`src/hw/rtl/dpsm_pkg.sv`:
```
// shared types and constants of the drive power state machine
`timescale 1ns / 1ps

package dpsm_pkg;

    localparam logic [3:0] ST_START          = 4'd0;
    localparam logic [3:0] ST_NOT_READY      = 4'd1;
    localparam logic [3:0] ST_SOD            = 4'd2;
    localparam logic [3:0] ST_READY          = 4'd3;
    localparam logic [3:0] ST_SWITCHED_ON    = 4'd4;
    localparam logic [3:0] ST_OP_ENABLED     = 4'd5;
    localparam logic [3:0] ST_QUICK_STOP     = 4'd6;
    localparam logic [3:0] ST_FAULT_REACTION = 4'd7;
    localparam logic [3:0] ST_FAULT          = 4'd8;

    localparam logic [2:0] ACT_NONE    = 3'd0;
    localparam logic [2:0] ACT_DISABLE = 3'd1;
    localparam logic [2:0] ACT_ENABLE  = 3'd2;
    localparam logic [2:0] ACT_CLEAR   = 3'd3;
    localparam logic [2:0] ACT_BRAKE   = 3'd4;

    localparam logic       CMD_CONTROL_WORD = 1'b0;
    localparam logic       CMD_POLL         = 1'b1;

    localparam logic [3:0] QS_OPTION_RESET  = 4'd2;
    localparam logic [3:0] QS_OPTION_TO_SOD = 4'd4;

    typedef struct packed {
        logic       setpoint_edge;
        logic       halt_active;
        logic [2:0] drive_action;
        logic [6:0] status_bits;
        logic [3:0] drive_state;
    } result_t;

    typedef struct packed {
        logic [5:0]  pad;
        logic        velocity_zero;
        logic        brake_request;
        logic [15:0] error_code;
        logic [15:0] control_word;
    } item_t;

    function automatic logic [6:0] status_code(input logic [3:0] st);
        logic [6:0] code;
        begin
            unique case (st)
                ST_SOD:            code = 7'h40;
                ST_READY:          code = 7'h21;
                ST_SWITCHED_ON:    code = 7'h23;
                ST_OP_ENABLED:     code = 7'h27;
                ST_QUICK_STOP:     code = 7'h07;
                ST_FAULT_REACTION: code = 7'h0F;
                ST_FAULT:          code = 7'h08;
                default:           code = 7'h00;
            endcase
            return code;
        end
    endfunction

    function automatic logic is_shutdown(input logic [15:0] cw);
        return (cw & 16'h0087) == 16'h0006;
    endfunction

    function automatic logic is_switch_on(input logic [15:0] cw);
        return (cw & 16'h008F) == 16'h0007;
    endfunction

    function automatic logic is_enable_op(input logic [15:0] cw);
        return (cw & 16'h008F) == 16'h000F;
    endfunction

    function automatic logic is_disable_voltage(input logic [15:0] cw);
        return (cw & 16'h0082) == 16'h0000;
    endfunction

    function automatic logic is_quick_stop(input logic [15:0] cw);
        return (cw & 16'h0086) == 16'h0002;
    endfunction

endpackage

```
`src/hw/rtl/drive_power_state_machine.sv`:
```
// drive power state machine: controlword decode, poll steps and result register
`timescale 1ns / 1ps
//
// Usage
//   s_axis carries one item per transfer: tuser is the command (0 controlword
//   event, 1 poll tick), tdata the controlword, error code, brake request and
//   zero-velocity flag. Each accepted item yields exactly one result on
//   m_axis with the new state, its statusword bits, the drive command, the
//   halt latch and the new-set-point edge.
//   The quick stop option is written through cfg_wr_en / cfg_wr_data; the user
//   must write it only while the block is idle, which the block does not enforce.
// Latency and throughput
//   A result is valid the cycle after its item is accepted. The decode is a
//   single combinational pass from the state registers into the result
//   register, so one item is taken every cycle unless a result waits while m_axis_tready is low.
// Reset
//   rst_n clears the state to start, all latches and the pending quick stop,
//   and sets the quick stop option to 2. No result is held after reset.
// Stall
//   While a result waits, a new item is still accepted if m_axis_tready is
//   high in that cycle; otherwise s_axis_tready drops until it is taken.

module drive_power_state_machine
    import dpsm_pkg::*;
(
    input  logic        clk,
    input  logic        rst_n,

    input  logic        cfg_wr_en,
    input  logic [3:0]  cfg_wr_data,

    input  logic        s_axis_tvalid,
    output logic        s_axis_tready,
    // control_word[15:0], error_code[31:16], brake_request[32], velocity_zero[33]
    input  logic [39:0] s_axis_tdata,
    // command[0]
    input  logic        s_axis_tuser,

    output logic        m_axis_tvalid,
    input  logic        m_axis_tready,
    // drive_state[3:0], status_bits[10:4], drive_action[13:11], halt_active[14],
    // setpoint_edge[15]
    output logic [15:0] m_axis_tdata
);

    logic [3:0] state_reg, state_next;
    logic       prev_fault_reset_reg, prev_fault_reset_next;
    logic       prev_setpoint_reg, prev_setpoint_next;
    logic       qs_pending_reg, qs_pending_next;
    logic       halt_reg, halt_next;
    logic [3:0] qs_option_reg;
    logic       out_valid_reg;
    result_t    result_reg, result_next;

    item_t      item;
    logic       in_accept;
    logic       run_pass;
    logic       fr;
    logic       sp;
    logic [2:0] act;
    logic       edge_seen;
    logic       opt_to_sod;

    assign item          = s_axis_tdata;
    assign s_axis_tready = !out_valid_reg || m_axis_tready;
    assign in_accept     = s_axis_tvalid && s_axis_tready;
    assign fr            = item.control_word[7];
    assign sp            = item.control_word[4];
    assign opt_to_sod    = qs_option_reg <= QS_OPTION_TO_SOD;

    always_comb
    begin
        state_next            = state_reg;
        prev_fault_reset_next = prev_fault_reset_reg;
        prev_setpoint_next    = prev_setpoint_reg;
        qs_pending_next       = qs_pending_reg;
        halt_next             = halt_reg;
        act                   = ACT_NONE;
        edge_seen             = 1'b0;

        run_pass = (s_axis_tuser == CMD_CONTROL_WORD)
                   || (state_reg == ST_OP_ENABLED && item.brake_request);

        // controlword pass, also op-enabled brake polls; blocked while fault reset stays high
        if (run_pass && !(prev_fault_reset_reg && fr))
        begin
            unique case (state_reg)
                ST_START:     state_next = ST_NOT_READY;
                ST_NOT_READY: state_next = ST_SOD;
                ST_SOD:
                begin
                    if (is_shutdown(item.control_word))
                    begin
                        act        = ACT_DISABLE;
                        state_next = ST_READY;
                    end
                end
                ST_READY:
                begin
                    priority if (is_switch_on(item.control_word))
                        state_next = ST_SWITCHED_ON;
                    else if (is_enable_op(item.control_word))
                    begin
                        act        = ACT_ENABLE;
                        state_next = ST_OP_ENABLED;
                    end
                    else if (is_disable_voltage(item.control_word))
                        state_next = ST_SOD;
                    else
                        state_next = state_reg;
                end
                ST_SWITCHED_ON:
                begin
                    priority if (is_enable_op(item.control_word))
                    begin
                        act        = ACT_ENABLE;
                        state_next = ST_OP_ENABLED;
                    end
                    else if (is_shutdown(item.control_word))
                    begin
                        act        = ACT_DISABLE;
                        state_next = ST_READY;
                    end
                    else if (is_disable_voltage(item.control_word))
                        state_next = ST_SOD;
                    else
                        state_next = state_reg;
                end
                ST_OP_ENABLED:
                begin
                    priority if (is_switch_on(item.control_word))
                    begin
                        act        = ACT_DISABLE;
                        state_next = ST_SWITCHED_ON;
                    end
                    else if (is_shutdown(item.control_word))
                    begin
                        act        = ACT_DISABLE;
                        state_next = ST_READY;
                    end
                    else if (is_disable_voltage(item.control_word))
                    begin
                        act        = ACT_DISABLE;
                        state_next = ST_SOD;
                    end
                    else if (is_quick_stop(item.control_word) || item.brake_request)
                        qs_pending_next = 1'b1;
                    else
                        state_next = state_reg;
                end
                ST_QUICK_STOP:
                begin
                    priority if (is_disable_voltage(item.control_word))
                        state_next = ST_SOD;
                    else if (!opt_to_sod && is_enable_op(item.control_word))
                    begin
                        act        = ACT_ENABLE;
                        state_next = ST_OP_ENABLED;
                    end
                    else
                        state_next = state_reg;
                end
                ST_FAULT_REACTION: state_next = ST_FAULT;
                ST_FAULT:
                begin
                    if (fr && !prev_fault_reset_reg)
                    begin
                        act        = ACT_CLEAR;
                        state_next = ST_SOD;
                    end
                end
                default: ;
            endcase

            prev_fault_reset_next = fr;
            halt_next             = item.control_word[8];
            edge_seen             = sp && !prev_setpoint_reg;
            prev_setpoint_next    = sp;
        end

        // poll steps: fault override, automatic chain, pending quick stop
        if (s_axis_tuser == CMD_POLL)
        begin
            if (item.error_code != 16'h0000)
                state_next = ST_FAULT_REACTION;
            if (state_next == ST_START)
                state_next = ST_NOT_READY;
            if (state_next == ST_NOT_READY)
                state_next = ST_SOD;
            if (state_next == ST_FAULT_REACTION)
                state_next = ST_FAULT;
            if (qs_pending_next)
            begin
                act = ACT_BRAKE;
                if (item.velocity_zero)
                begin
                    state_next      = opt_to_sod ? ST_SOD : ST_QUICK_STOP;
                    qs_pending_next = 1'b0;
                end
            end
        end

        result_next.drive_state   = state_next;
        result_next.status_bits   = status_code(state_next);
        result_next.drive_action  = act;
        result_next.halt_active   = halt_next;
        result_next.setpoint_edge = edge_seen;
    end

    always_ff @(posedge clk or negedge rst_n)
    begin
        if (!rst_n)
        begin
            state_reg            <= ST_START;
            prev_fault_reset_reg <= 1'b0;
            prev_setpoint_reg    <= 1'b0;
            qs_pending_reg       <= 1'b0;
            halt_reg             <= 1'b0;
            qs_option_reg        <= QS_OPTION_RESET;
            out_valid_reg        <= 1'b0;
        end
        else
        begin
            if (cfg_wr_en)
                qs_option_reg <= cfg_wr_data;
            if (in_accept)
            begin
                state_reg            <= state_next;
                prev_fault_reset_reg <= prev_fault_reset_next;
                prev_setpoint_reg    <= prev_setpoint_next;
                qs_pending_reg       <= qs_pending_next;
                halt_reg             <= halt_next;
                out_valid_reg        <= 1'b1;
            end
            else if (m_axis_tready)
            begin
                out_valid_reg <= 1'b0;
            end
        end
    end

    always_ff @(posedge clk)
    begin
        if (in_accept)
            result_reg <= result_next;
    end

    assign m_axis_tvalid = out_valid_reg;
    assign m_axis_tdata  = result_reg;

    // fault reaction is always passed through within the same item
    a_no_rest_in_fault_reaction: assert property (
        @(posedge clk) disable iff (!rst_n)
        state_reg != ST_FAULT_REACTION
    ) else $error("state register holds fault reaction");

    // result state tracks the state register
    a_result_matches_state: assert property (
        @(posedge clk) disable iff (!rst_n)
        m_axis_tvalid |-> (result_reg.drive_state == state_reg)
    ) else $error("result state differs from state register");

    // status bits follow the reported state
    a_status_matches_state: assert property (
        @(posedge clk) disable iff (!rst_n)
        m_axis_tvalid |-> (result_reg.status_bits == status_code(result_reg.drive_state))
    ) else $error("status bits do not match drive state");

    // a poll with a pending quick stop issues the brake
    a_pending_brakes: assert property (
        @(posedge clk) disable iff (!rst_n)
        (in_accept && s_axis_tuser == CMD_POLL && qs_pending_reg)
            |=> (m_axis_tvalid && result_reg.drive_action == ACT_BRAKE)
    ) else $error("pending quick stop without brake command");

endmodule
```
`config.mk`:
```
export PLATFORM = sky130hd
export DESIGN_NAME = drive_power_state_machine
export DESIGN_NICKNAME = d
export VERILOG_FILES = /design/src/hw/rtl/dpsm_pkg.sv /design/src/hw/rtl/drive_power_state_machine.sv
export SDC_FILE = /design/constraint.sdc
export NUM_CORES = 1
export LEC_CHECK = 0
export ABC_CLOCK_PERIOD_IN_PS = 2900
export BUFFER_PORTS_ARGS = -buffer_cell sky130_fd_sc_hd__buf_2
export CAP_MARGIN = 40
export CORE_MARGIN = 2
export CORE_UTILIZATION = 30
export CTS_CLUSTER_DIAMETER = 60
export DETAILED_ROUTE_END_ITERATION = 6
export PLACE_DENSITY_LB_ADDON = 0.25
export SLEW_MARGIN = 15
export SYNTH_ARGS = -nofsm -noshare
export SYNTH_HDL_FRONTEND = slang
export SYNTH_SLANG_ARGS = --single-unit
```
`constraint.sdc`:
```
create_clock -name clk -period 2.9 [get_ports clk]
set_clock_uncertainty 0.05 [all_clocks]
set_input_delay 0.435 -clock clk [delete_from_list [all_inputs] [get_ports clk]]
set_output_delay 0.435 -clock clk [all_outputs]
set_load 0.01 [all_outputs]
```
==> reports/metrics.csv, run 1 <==
metric,value,unit
cts.sinks,28,
synth-compound-area-share,21.3,%
timing.final.crit_share,93.8,%
synth_xor_area_share,0.467,%
die_h,83.0,um
final-hold-violation-count,0,
start_util,31.3,%
cts.reportedPaths.clkPinSlew,0.09,ns
synth_cell_types,67,
synth_top_family_by_area,simple AND/OR/NAND/NOR gates,
whs,0.303,ns
postCtsSetupRepairBufs,0,
worst_setup_path_end_kind,register,
diodes,0,
total_power,1.36,mW
crit_type,register to register,
die_area,6900,um2
power_switching_share,33.1,%
cts.path.max_buffers,2,
syn2layout_area_growth,25.6,%
worstPathArrival,2.78,ns
synth_simple_gate_area_share,25.2,%
drcViolationCount,0,
viasPerCell,5.11,
ioPinCount,68,
synth-seq-cells,28,
dpl.cell_count,321,
core_area,5990,um2
place_ws,0.117,ns
largest_reg_flops,15,
report.final.slew_viol_count,0,
drtIter0Drc,127,
async_flop_share,46.4,%
muxShareOfSynthArea,5.87,%
drive_above_1_share,40.2,%
synth.net_count,240,
reg2reg_depth,10,
rsz0062_at_grt,no,
fin_util,39.3,%
synth_edf_count,15,
row_count,28,
crit_path_start_kind,register,
fin_ws,0.179,ns
fin_nets,302,
syn_area_per_cell,9.86,um2
synthAdderAreaFrac,0,%
period_needed,2.72,ns
fin_setup_tns,0,ns
ant_nets,0,
antenna_found_initial,0,
grt_max_degree,18,
design_area,2350,um2
p_leak,0.963,nW
power_density,578,nW/um2
layout_commonest_cell,buf_2,
htreeDepth,1,
worst-path-max-fanout,8,
gp_congestion,0.857,
synth_cells,190,
synth_area,1870,um2
setup_viol,0,
tritoncts,done,
p_sw,0.450,mW
first_pass_iters,4,
ys.flop_type,edfxtp_1,
yosys_warnings,0,
place_area,2270,um2
grtUsageTotal,13.2,%
dieWidth,83.0,um
seq_power_share,38.9,%
worstPathRequired,2.96,ns
grt-ovfl-total,0,
wl,4.54,mm
yosysSeqAreaShare,41.5,%
layout_common_cells,"buf_2 (51), nor2_1 (15), nand2_1 (15), edfxtp_1 (15)",
whs_path_depth,3,
maxCapViolCount,0,
p_comb_share,38.6,%
cts_buffers,3,
port_buffers,51,
fmax,367,MHz
power.internal,0.912,mW
clock-root-buffer,clkbuf_8,
hold_class,input port to register,
layoutNonFillerInstCount,326,
grt_pass1_vias,1574,
clockPowerShare,22.5,%
outcome,"finished, final reports clean",
vias,1665,
grt_pass1_wl,7.61,mm
clk_latency,0.28,ns
wl_per_cell,13.9,um
irDropWorstVdd,0.286,mV
dp_hpwl,3.59,mm
==> synth_stat cells (2+ instances only) <==
master    instances  area share (%)
a21oi_1          14             3.7
nor3_1            3            0.80
nor2_1           15             3.0
o21ai_1           4             1.1
nand4_1           2            0.67
edfxtp_1         15              24
mux2_2            8             4.8
buf_2             4             1.1
nor4b_1           4             1.9
o21ai_0           6             1.6
a31oi_1           3             1.0
nand2_1          15             3.0
nor3b_1           5             2.0
nor4_1            6             2.0
a21oi_2           2            0.93
mux2i_1           2             1.1
a211oi_1          2            0.80
nand3_1           3            0.80
nand2b_1          7             2.3
inv_1            10             2.0
dfrtp_1          12              16
buf_4             2            0.80
buf_6             2             1.2
==> logic make-up (layout without fill, tap and decap cells) <==
logic type | after synthesis | in the layout
AND/OR/NAND/NOR | 78 | 78
multiplexers | 10 | 10
other | 1 | 1
XOR/XNOR | 1 | 1
buffers and inverters | 20 | 81
AO/OA/AOI/OAI | 52 | 52
flip-flops | 28 | 28
==> worst paths after layout <==
| path | startpoint | endpoint | slack [ns] |
|---|---|---|---|
| worst min register to register | halt_reg$_DFFE_PN0P_ | halt_reg$_DFFE_PN0P_ | 0.46 |
| min in group asynchronous | rst_n | m_axis_tvalid$_DFFE_PN0P_ | 0.52 |
| worst max register to register | state_reg[1]$_DFFE_PN0P_ | m_axis_tdata[9]$_DFFE_PP_ | 0.18 |
| worst min-delay path | cfg_wr_data[3] | qs_option_reg[3]$_DFFE_PN0P_ | 0.30 |
| max in group asynchronous | rst_n | qs_option_reg[1]$_DFFE_PN1P_ | 1.99 |
| worst max-delay path | state_reg[1]$_DFFE_PN0P_ | m_axis_tdata[9]$_DFFE_PP_ | 0.18 |
==> power groups by stage <==
stage | clock network (mW) | registers [mW] | logic, mW
2_1_floorplan | 0 | 0.521 | 0.384
3_3_place_gp | 0 | 0.536 | 0.517
3_5_place_dp | 0 | 0.537 | 0.521
4_1_cts | 0.316 | 0.528 | 0.524
5_1_grt | 0.338 | 0.539 | 0.577
6_report | 0.307 | 0.530 | 0.525
==> layout make-up <==
class / instances / area (um2)
clock buffers: 3 / 41.3
clock inverters: 1 / 30.0
fillers: 607 / 3640
inverters: 11 / 41.3
multi-input cells: 142 / 1000
flip-flops and latches: 28 / 778
well taps: 75 / 93.8
repair buffers: 66 / 370
==> routing by layer <==
layer  vias up  share of wire (%)  wire length [um]  GRT usage, %
met5         -                  0                 0             0
met4         0               0.66                30          2.24
met3         5                7.2               329          3.38
met2        63                 45              2040          20.7
met1       765                 47              2140          18.7
li1        832                  -                 -             -
==> what timing repair did <==
| item | CTS | global route |
|---|---|---|
| setup endpoints to repair | 0 | 3 |
| hold buffers | 1 | 0 |
| resized for setup | 0 | 2 |
| endpoints found under the hold margin | 12 | 0 |
==> critical path, stage by stage (launching register included) <==
cell and delay, ns:
dfrtp_1 0.45, buf_4 0.19, nand4bb_1 0.26, o211a_4 0.32
a211oi_2 0.14, a31oi_1 0.11, buf_4 0.16, and2_1 0.15
a32o_2 0.29, or3_1 0.37, o31ai_1 0.07
Power figures use the tool's default switching activity.
==> inputs of run 2 (changes only) <==
--- a/config.mk
+++ b/config.mk
@@ -10,5 +10,5 @@
 export CAP_MARGIN = 40
 export CORE_MARGIN = 2
-export CORE_UTILIZATION = 30
+export CORE_UTILIZATION = 28
 export CTS_CLUSTER_DIAMETER = 60
 export DETAILED_ROUTE_END_ITERATION = 6
==> constraint.sdc (replaced) <==
create_clock -name clk -period 2.9 [get_ports clk]
set_clock_uncertainty 0.05 [all_clocks]
set_input_delay 0.29 -clock clk [delete_from_list [all_inputs] [get_ports clk]]
set_output_delay 0.29 -clock clk [all_outputs]
set_load 0.01 [all_outputs]
==> run 2 against run 1 <==
The run now ends with design-rule violations left. Hold slack got worse by 0.14 ns. Final cell count is 1.5% higher. Cell area did not move. Critical path depth decreased by 2. Highest routed layer unchanged. Via count is 0.36% higher.
==> reports/metrics.csv, run 2 (same netlist as run 1, synthesis figures left out) <==
metric,value,unit,change
outcome,finished with violations,,
violations,design-rule violations,,
place_area,2290,um2,+1.1%
drtIter0Drc,87,,-31%
grt_pass1_wl,7.60,mm,about the same
clk_latency,0.27,ns,about the same
grt-ovfl-total,0,,unchanged
worst-path-max-fanout,11,,+3
clock-root-buffer,clkbuf_8,,
grtUsageTotal,12.8,%,-0.45 points
drcViolationCount,6,,+6
postCtsSetupRepairBufs,0,,unchanged
layout_common_cells,"buf_2 (51), buf_4 (17), nor2_1 (15), nand2_1 (15), edfxtp_1 (15)",,
maxCapViolCount,0,,unchanged
fin_nets,305,,+0.99%
viasPerCell,5.05,,-1.2%
core_area,6420,um2,+7.2%
cts.sinks,28,,unchanged
setup_viol,0,,unchanged
cts.reportedPaths.clkPinSlew,0.09,ns,about the same
gp_congestion,0.836,,-2.4%
die_area,7360,um2,+6.8%
fmax,372,MHz,+1.1%
dp_hpwl,3.58,mm,-0.38%
hold_class,input port to register,,
antenna_found_initial,0,,unchanged
design_area,2350,um2,unchanged
tritoncts,done,,
startpoint,state_reg[0]$_DFFE_PN0P_,,
fillCellCount,645,,+6.3%
report.final.slew_viol_count,0,,unchanged
first_pass_iters,7,,+3
grt_pass1_vias,1622,,+3.0%
p_leak,0.966,nW,+0.31%
ant_nets,0,,unchanged
dieWidth,85.8,um,+3.3%
worstPathRequired,2.95,ns,about the same
fin_setup_tns,0,ns,unchanged
layout_commonest_cell,buf_2,,
cts_buffers,3,,unchanged
row_count,29,,+3.6%
grt_max_degree,20,,+2
fin_util,36.7,%,-2.6 points
cts.path.max_buffers,2,,unchanged
wl_per_cell,13.6,um,-2.0%
final-hold-violation-count,0,,unchanged
wl,4.52,mm,-0.53%
largest_reg_flops,15,,unchanged
reg2reg_from,state_reg[0]$_DFFE_PN0P_,,
syn2layout_area_growth,25.6,%,unchanged
vias,1671,,+0.36%
period_needed,2.69,ns,-0.0299 ns
crit_path_start_kind,register,,
drive_above_1_share,40.9,%,+0.71 points
port_buffers,51,,unchanged
ioPinCount,68,,unchanged
hold_path.startpoint,s_axis_tvalid,,
die_h,85.8,um,+3.3%
power_density,544,nW/um2,-5.9%
start_util,29.2,%,-2.1 points
irDropWorstVdd,0.279,mV,-2.5%
htreeDepth,1,,unchanged
total_power,1.28,mW,-5.9%
whs,0.167,ns,-0.135 ns
rsz0062_at_grt,no,,
diodes,0,,unchanged
worst_setup_path_end_kind,register,,
crit_type,register to register,,
timing.final.crit_share,92.8,%,-1.0 points
worstPathArrival,2.75,ns,-0.03 ns
==> run 2: cell types whose count changed in the layout (fill, tap and decap cells not counted), sizes merged <==
cell    before  now
bufinv       1    0
buf         65   68
clkinv       0    1
==> run 2: final timing paths <==
path	to	slack, ns	depth (start not counted)
worst max register to register	m_axis_tdata[7]$_DFFE_PP_	0.21	8
worst min-delay path	m_axis_tvalid$_DFFE_PN0P_	0.17	2
worst min register to register	qs_option_reg[2]$_DFFE_PN0P_	0.46	1
max in group asynchronous	qs_option_reg[1]$_DFFE_PN1P_	2.14	2
min in group asynchronous	halt_reg$_DFFE_PN0P_	0.38	2
worst max-delay path	m_axis_tdata[7]$_DFFE_PP_	0.21	8
==> run 2: per-stage QoR <==
stage	setup WS, ns	cells
floorplan	0.395	190
global route	0.0306	331
CTS	0.108	331
finish	0.208	331
global placement	0.104	326
detailed placement	0.150	326
==> run 2: routing by layer <==
layer | share of wire [%] | routed length, um | up-vias | track usage [%]
met1 | 47 | 2110 | 760 | 17.4
met3 | 6.8 | 305 | 6 | 2.89
met2 | 46 | 2070 | 61 | 20.9
met5 | 0 | 0 | - | 0
li1 | - | - | 844 | -
met4 | 0.75 | 34 | 0 | 2.60
==> run 2: critical path, cell delays in order (launching register included) <==
cell	delay (ns)
dfrtp_2	0.50
or4_4	0.54
o211a_4	0.18
nor4_2	0.30
a21oi_2	0.15
xnor2_1	0.23
a21oi_2	0.13
or2_4	0.26
o32ai_2	0.19
==> run 2: what timing repair did <==
action | 4_1_cts | 5_1_grt
setup endpoints to repair | 0 | 2
hold buffers | 1 | 0
endpoints found under the hold margin | 12 | 0
gates resized for setup | 0 | 3
==> run 2: final cells by class <==
| cell class | count | area, um2 | share of cell area (%) |
|---|---|---|---|
| Multi-Input combinational cell | 142 | 1000 | 42.5 |
| Sequential cell | 28 | 779 | 33.1 |
| Timing Repair Buffer | 69 | 393 | 16.7 |
| Tap cell | 77 | 96.3 | 4.09 |
| Clock buffer | 3 | 41.3 | 1.75 |
| Inverter | 11 | 41.3 | 1.75 |
| Clock inverter | 1 | 3.75 | 0.159 |
==> run 2: report_power, final <==
| group | switching [mW] | total [mW] | internal [mW] |
|---|---|---|---|
| registers | 0.0561 | 0.535 | 0.479 |
| logic | 0.276 | 0.538 | 0.262 |
| clock network | 0.114 | 0.209 | 0.0949 |
